<file path="src/sfrc_pkg.sv">
// Shared types and constants for the sync-framed receiver with checksum.
package sfrc_pkg;

  localparam logic [7:0] SyncByte   = 8'hFF;
  localparam int unsigned PayloadLen = 8;
  localparam int unsigned HeadLen    = 3;
  localparam int unsigned IdxW       = $clog2(PayloadLen);
  localparam int unsigned AccW       = 12;  // holds -764 .. 1276
  localparam int unsigned MagW       = 11;  // |acc| up to 1276

  // Frame phase, one-hot.
  typedef enum logic [4:0] {
    PH_HUNT0   = 5'b00001,
    PH_HUNT1   = 5'b00010,
    PH_PAYLOAD = 5'b00100,
    PH_CHK_HI  = 5'b01000,
    PH_CHK_LO  = 5'b10000
  } phase_e;

  typedef logic [PayloadLen-1:0][7:0] payload_t;

  // Framer to top: a good frame ended on this transaction.
  typedef struct packed {
    logic     hit;
    payload_t payload;
  } frame_out_t;

endpackage

</file>
<file path="src/sfrc_framer.sv">
// Sync hunt, payload capture and running checksum for one byte per cycle while accept_i is high.
module sfrc_framer (
  input  logic                    clk_i,
  input  logic                    rst_ni,
  input  logic                    accept_i,
  input  logic [7:0]              rx_byte_i,
  output sfrc_pkg::frame_out_t    frame_o
);

  sfrc_pkg::phase_e                      phase_q, phase_d;
  logic [sfrc_pkg::IdxW-1:0]             idx_q, idx_d;
  logic signed [sfrc_pkg::AccW-1:0]      acc_q, acc_d;
  logic [7:0]                            chk_hi_q, chk_hi_d;
  sfrc_pkg::payload_t                    store_q, store_d;
  logic [sfrc_pkg::MagW-1:0]             mag;
  logic signed [sfrc_pkg::AccW-1:0]      byte_ext;
  logic                                  is_sync;

  assign byte_ext = $signed({{(sfrc_pkg::AccW-8){1'b0}}, rx_byte_i});
  assign is_sync  = (rx_byte_i == sfrc_pkg::SyncByte);
  assign mag      = acc_q[sfrc_pkg::AccW-1] ? sfrc_pkg::MagW'(-acc_q)
                                            : acc_q[sfrc_pkg::MagW-1:0];

  always_comb begin
    phase_d  = phase_q;
    idx_d    = idx_q;
    acc_d    = acc_q;
    chk_hi_d = chk_hi_q;
    store_d  = store_q;
    if (accept_i) begin
      case (phase_q)
        sfrc_pkg::PH_HUNT1: begin
          if (is_sync) begin
            phase_d = sfrc_pkg::PH_PAYLOAD;
            idx_d   = '0;
            acc_d   = sfrc_pkg::AccW'(1);
          end else begin
            phase_d = sfrc_pkg::PH_HUNT0;
          end
        end
        sfrc_pkg::PH_PAYLOAD: begin
          store_d[idx_q] = rx_byte_i;
          // head bytes subtract, the rest add
          if (idx_q < sfrc_pkg::IdxW'(sfrc_pkg::HeadLen)) acc_d = acc_q - byte_ext;
          else                                              acc_d = acc_q + byte_ext;
          idx_d = idx_q + 1'b1;
          if (idx_q == sfrc_pkg::IdxW'(sfrc_pkg::PayloadLen - 1)) begin
            phase_d = sfrc_pkg::PH_CHK_HI;
          end
        end
        sfrc_pkg::PH_CHK_HI: begin
          chk_hi_d = rx_byte_i;
          phase_d  = sfrc_pkg::PH_CHK_LO;
        end
        sfrc_pkg::PH_CHK_LO: begin
          phase_d = sfrc_pkg::PH_HUNT0;
        end
        default: begin  // hunting first sync byte
          phase_d = is_sync ? sfrc_pkg::PH_HUNT1 : sfrc_pkg::PH_HUNT0;
        end
      endcase
    end
  end

  always_ff @(posedge clk_i or negedge rst_ni) begin
    if (!rst_ni) begin
      phase_q <= sfrc_pkg::PH_HUNT0;
      idx_q   <= '0;
    end else begin
      phase_q <= phase_d;
      idx_q   <= idx_d;
    end
  end

  always_ff @(posedge clk_i) begin
    acc_q    <= acc_d;
    chk_hi_q <= chk_hi_d;
    store_q  <= store_d;
  end

  assign frame_o.hit = accept_i && (phase_q == sfrc_pkg::PH_CHK_LO) &&
                       ({chk_hi_q, rx_byte_i} == {{(16-sfrc_pkg::MagW){1'b0}}, mag});
  assign frame_o.payload = store_q;

  // Index wraps to zero exactly when capture ends.
  assert property (@(posedge clk_i) disable iff (!rst_ni)
    (phase_q == sfrc_pkg::PH_CHK_HI) |-> (idx_q == '0))
    else $error("payload index not wrapped at check byte");

  // Capture always starts from the +1 seed.
  assert property (@(posedge clk_i) disable iff (!rst_ni)
    (accept_i && phase_q == sfrc_pkg::PH_HUNT1 && is_sync) |=>
      (phase_q == sfrc_pkg::PH_PAYLOAD && idx_q == '0 && acc_q == 1))
    else $error("checksum seed not loaded after sync");

  // Phase register stays one-hot.
  assert property (@(posedge clk_i) disable iff (!rst_ni)
    $onehot(phase_q))
    else $error("frame phase not one-hot");

endmodule

</file>
<file path="src/sync_frame_receiver_checksum.sv">
// Top level: sync-framed byte receiver with additive checksum check.
//
// Takes one received byte per transaction and can take a byte every cycle.
// It hunts for two 0xFF sync bytes, captures three head bytes, the angle byte,
// two X and two Y bytes, then the check high and low bytes. A running signed
// sum (X, Y and angle added, head bytes subtracted, seeded with +1) is kept as
// bytes arrive, so on the check low byte only an absolute value and a 16-bit
// compare remain. A match produces one result transaction with the eight
// payload bytes in the cycle after the last byte; a mismatch drops the frame and
// the block goes back to hunting. A third 0xFF in a row is taken as head byte 0.
// The result sits in an output register; new bytes keep flowing in while it waits,
// and input stalls only when a result is held and out_ready_i is low.
module sync_frame_receiver_checksum (
  input  logic       clk_i,
  input  logic       rst_ni,
  input  logic       in_valid_i,
  output logic       in_ready_o,
  input  logic [7:0] rx_byte_i,
  output logic       out_valid_o,
  input  logic       out_ready_i,
  output logic [7:0] head_byte_0_o,
  output logic [7:0] head_byte_1_o,
  output logic [7:0] head_byte_2_o,
  output logic [7:0] angle_byte_o,
  output logic [7:0] x_first_o,
  output logic [7:0] x_second_o,
  output logic [7:0] y_first_o,
  output logic [7:0] y_second_o
);

  logic                 in_accept;
  sfrc_pkg::frame_out_t frame;
  logic                 out_valid_q, out_valid_d;
  sfrc_pkg::payload_t   res_q, res_d;

  // Stall input only while a result is held and not taken.
  assign in_ready_o = !out_valid_q || out_ready_i;
  assign in_accept  = in_valid_i && in_ready_o;

  sfrc_framer u_framer (
    .clk_i     (clk_i),
    .rst_ni    (rst_ni),
    .accept_i  (in_accept),
    .rx_byte_i (rx_byte_i),
    .frame_o   (frame)
  );

  // Output register: load on a good frame, clear when taken.
  always_comb begin
    out_valid_d = out_valid_q;
    res_d       = res_q;
    if (out_valid_q && out_ready_i) out_valid_d = 1'b0;
    if (frame.hit) begin
      out_valid_d = 1'b1;
      res_d       = frame.payload;
    end
  end

  always_ff @(posedge clk_i or negedge rst_ni) begin
    if (!rst_ni) begin
      out_valid_q <= 1'b0;
    end else begin
      out_valid_q <= out_valid_d;
    end
  end

  always_ff @(posedge clk_i) begin
    res_q <= res_d;
  end

  assign out_valid_o   = out_valid_q;
  assign head_byte_0_o = res_q[0];
  assign head_byte_1_o = res_q[1];
  assign head_byte_2_o = res_q[2];
  assign angle_byte_o  = res_q[3];
  assign x_first_o     = res_q[4];
  assign x_second_o    = res_q[5];
  assign y_first_o     = res_q[6];
  assign y_second_o    = res_q[7];

  // A held result is never overwritten by a new frame.
  assert property (@(posedge clk_i) disable iff (!rst_ni)
    (out_valid_q && !out_ready_i) |-> !frame.hit)
    else $error("result overwritten while stalled");

  // A good frame always shows up at the output next cycle.
  assert property (@(posedge clk_i) disable iff (!rst_ni)
    frame.hit |=> (out_valid_o && res_q == $past(frame.payload)))
    else $error("good frame not presented");

  // A stalled result stays up with its payload unchanged.
  assert property (@(posedge clk_i) disable iff (!rst_ni)
    (out_valid_o && !out_ready_i) |=> (out_valid_o && $stable(res_q)))
    else $error("result dropped or changed while stalled");

endmodule

</file>
<file path="config.mk">
export PLATFORM = sky130hd
export DESIGN_NAME = sync_frame_receiver_checksum
export DESIGN_NICKNAME = d
export VERILOG_FILES = /design/src/sfrc_pkg.sv /design/src/sfrc_framer.sv /design/src/sync_frame_receiver_checksum.sv
export SDC_FILE = /design/constraint.sdc
export NUM_CORES = 1
export LEC_CHECK = 0
export ABC_AREA = 0
export BUFFER_PORTS_ARGS = -buffer_cell sky130_fd_sc_hd__buf_2
export CAP_MARGIN = 20
export CORE_ASPECT_RATIO = 1.75
export CORE_MARGIN = 4
export CORE_UTILIZATION = 57
export DETAILED_ROUTE_END_ITERATION = 6
export GPL_TIMING_DRIVEN = 1
export PLACE_DENSITY_LB_ADDON = 0.12
export SYNTH_ARGS = -nofsm -noshare
export SYNTH_HDL_FRONTEND = slang
export SYNTH_HIERARCHICAL = 1
export SYNTH_SLANG_ARGS = --single-unit
</file>
<file path="constraint.sdc">
create_clock -name clk_i -period 7.1 [get_ports clk_i]
set_clock_uncertainty 0.15 [all_clocks]
set_input_delay 0.355 -clock clk_i [delete_from_list [all_inputs] [get_ports clk_i]]
set_output_delay 0.355 -clock clk_i [all_outputs]
set_load 0.005 [all_outputs]
</file>
==> impl_metrics.env <==
export IMPL_outcome="finished, final reports clean"
export IMPL_async_flop_share_pct=5.73
export IMPL_dieArea_um2=12800
export IMPL_cp_slowest_stage_delay_ns=0.67
export IMPL_gp_congestion=0.876
export IMPL_use_met1_pct=23.1
export IMPL_hpwl_um=8180
export IMPL_wl_per_cell_um=19.7
export IMPL_die_w_um=87.3
export IMPL_arrival_ns=3.32
export IMPL_hold_viol=0
export IMPL_synth_edf_count=148
export IMPL_busiest_layer="met2"
export IMPL_htreeDepth=4
export IMPL_met3_usage_pct=5.33
export IMPL_dr_pass1_iters=4
export IMPL_rows=50
export IMPL_worstPathCellList="inv_1 > ha_1 > or3b_2 > a211o_1 > a21o_1 > a221o_1 > a2111oi_4 > buf_4"
export IMPL_grt_pass1_vias=3808
export IMPL_clock_root_buffer="clkbuf_16"
export IMPL_antenna_found_initial=0
export IMPL_synth_cell_types=58
export IMPL_io_pins=78
export IMPL_synth_area_um2=6270
export IMPL_yosysSeqAreaShare_pct=74.5
export IMPL_cp_top_family="compound AO/OA/AOI/OAI gates"
export IMPL_fmax_mhz=291
export IMPL_worstSkewPairLatency_ns=0.41
export IMPL_start_kind="register"
export IMPL_yosysWarningCount=6
export IMPL_holdCritPathClass="in2reg"
export IMPL_met2_usage_pct=36.5
export IMPL_slew_headroom_pct=47.3
export IMPL_most_common_layout_cells="148 x edfxtp_1, 78 x buf_2, 22 x nor2_1"
export IMPL_ir_drop_mv=0.270
export IMPL_grt_pass1_wl_um=19600
export IMPL_synth_fp_nets=423
export IMPL_nets=514
export IMPL_crit_fanout=65
export IMPL_period_needed_ns=3.44
export IMPL_cts_buffer_depth=2
export IMPL_cts_repair_resized=0
export IMPL_final_common_cell="edfxtp_1"
export IMPL_cts_tree="yes"
export IMPL_avgSynthCellArea_um2=16.0
export IMPL_portBuffers=77
export IMPL_power_density_nw_per_um2=263
export IMPL_fp_dieH_um=147
export IMPL_rsz0062_at_grt="no"
export IMPL_post_route_period_util_pct=48.4
export IMPL_ant_nets=0
export IMPL_p_leak_nw=2.68
export IMPL_maxCapViolCount=0
export IMPL_synthFlopType="edfxtp_1"
export IMPL_cts_sinks=157
export IMPL_vias=3634
export IMPL_maxSlewViolCount=0
export IMPL_path_clk_slew_ns=0.07
export IMPL_start_util_pct=58.3
export IMPL_place_ws_ns=3.68
export IMPL_area_growth_pct=18.5
export IMPL_crit_required_ns=6.99
export IMPL_criticalPathCategory="reg2reg"
export IMPL_drive_gt1_share_pct=25.0
export IMPL_slowest_stage="buf_4"
export IMPL_via_per_inst=5.81
export IMPL_grt_max_degree=66
export IMPL_setup_viol=0
export IMPL_drtIter0Drc=188
export IMPL_end_kind="register"
export IMPL_path_buf_inv=2
export IMPL_grt_use_total_pct=20.5
export IMPL_drc=0
export IMPL_cts_buffers_inserted=17
export IMPL_core_area_um2=10800
export IMPL_worst_slew_pin_slew_ns=0.790
export IMPL_synth_seq_cells=157
export IMPL_wl_um=12300
export IMPL_setup_tns_ns=0
export IMPL_postSynthCellCount=393
export IMPL_worst_slack_ns=3.66
export IMPL_gr_total_overflow=0
export IMPL_n_antenna_cell=0
## metrics by stage
stage / cell area (um2) / hold slack (ns) / power (mW) / utilization, % / cells
2_1_floorplan: 6270 / -0.0906 / 1.06 / - / 393
3_3_place_gp: 6810 / 0.0719 / 1.08 / 63.3 / 591
3_5_place_dp: 6820 / 0.0686 / 1.08 / 63.4 / 592
4_1_cts: 7410 / 0.106 / 1.97 / 68.9 / 624
5_1_grt: 7430 / 0.111 / 2.02 / 69.0 / 626
6_report: 7430 / 0.127 / 1.95 / 69.0 / 626
## routing by layer
layer / routed length (um) / up-vias
li1: - / 1703
met4: 253 / 0
met2: 6920 / 101
met5: 0 / -
met1: 4600 / 1815
met3: 543 / 15
## state kept, by name, summed over array words and instances, names as in the netlist, 8 cells and up
name and cells:
y_second_o 8, angle_byte_o 8, u_framer/chk_hi_q 8, u_framer/acc_q 12
x_second_o 8, head_byte_1_o 8, u_framer/frame_o 64, head_byte_0_o 8
head_byte_2_o 8, y_first_o 8, x_first_o 8
## cells by family after synthesis
group	synth area share, %
flip-flops	74.5
AND/OR/NAND/NOR	8.70
AO/OA/AOI/OAI	7.23
XOR/XNOR	3.77
buffers and inverters	1.56
adder cells (fa/ha/maj)	3.71
multiplexers	0.519
## path summary, 6_finish.rpt
kind / depth (start not counted) / slack, ns / from / to
max: 8 / 3.66 / u_framer/acc_q[1] / x_first_o[7]
min: 3 / 0.13 / out_ready_i / out_valid_o
max reg2reg: 8 / 3.66 / u_framer/acc_q[1] / x_first_o[7]
min reg2reg: 0 / 0.26 / u_framer/frame_o[9] / head_byte_1_o[1]
max in group asynchronous: 2 / 6.38 / rst_ni / u_framer/phase_q[0]
min in group asynchronous: 2 / 0.18 / rst_ni / out_valid_o
## area by class of cell
| class | instances | area (um2) |
|---|---|---|
| Clock buffer | 17 | 425 |
| Clock inverter | 14 | 160 |
| Sequential cell | 157 | 4670 |
| Fill cell | 774 | 3330 |
| Timing Repair Buffer | 85 | 443 |
| Multi-Input combinational cell | 211 | 1520 |
| Tap cell | 130 | 163 |
| Inverter | 12 | 45.0 |
## Yosys cell counts, types with 2 or more instances
library cell / count / area (um2)
edfxtp_1: 148 / 4440
nor2_1: 22 / 82.6
ha_1: 17 / 213
nor3_1: 14 / 70.1
xnor2_1: 14 / 123
a21oi_1: 13 / 65.1
xor2_1: 13 / 114
inv_1: 12 / 45.0
nand2_1: 11 / 41.3
clkbuf_1: 10 / 37.5
nor4_1: 9 / 56.3
o21ai_0: 9 / 45.0
dfrtp_1: 8 / 200
a21o_1: 6 / 45.0
nand3_1: 6 / 30.0
o21ai_1: 6 / 30.0
or3_1: 5 / 31.3
a211oi_1: 4 / 30.0
a31oi_1: 4 / 25.0
and3_1: 4 / 25.0
nand2b_1: 4 / 25.0
nand4_1: 4 / 25.0
o31ai_1: 4 / 30.0
buf_2: 3 / 15.0
a211o_1: 2 / 17.5
a21bo_1: 2 / 20.0
mux2_1: 2 / 22.5
nor4b_1: 2 / 17.5
o2111ai_1: 2 / 17.5
o211ai_1: 2 / 15.0
o21bai_1: 2 / 15.0
or3b_2: 2 / 17.5
or4_1: 2 / 15.0
## what timing repair did
item | CTS | global route
endpoints found under the setup margin | 0 | 0
hold endpoints to repair | 9 | 0
buffers inserted | 0 | 0
hold buffers | 1 | 0
## worst register-to-register path: cells and delay by family (launching register included)
family	cells	cell delay, ns
AOI/OAI and AO/OA	4	0.92
buffers and inverters	2	0.76
and+or+nand+nor	1	0.51
DFF	1	0.49
adders and majority gates	1	0.19
## where the power goes
part           total (mW)  leakage [nW]  switching, mW  internal, mW
registers            1.01          1.45        0.00123          1.01
logic              0.0577         0.949         0.0374        0.0203
clock network       0.890         0.280          0.365         0.525
Power figures use the tool's default switching activity.
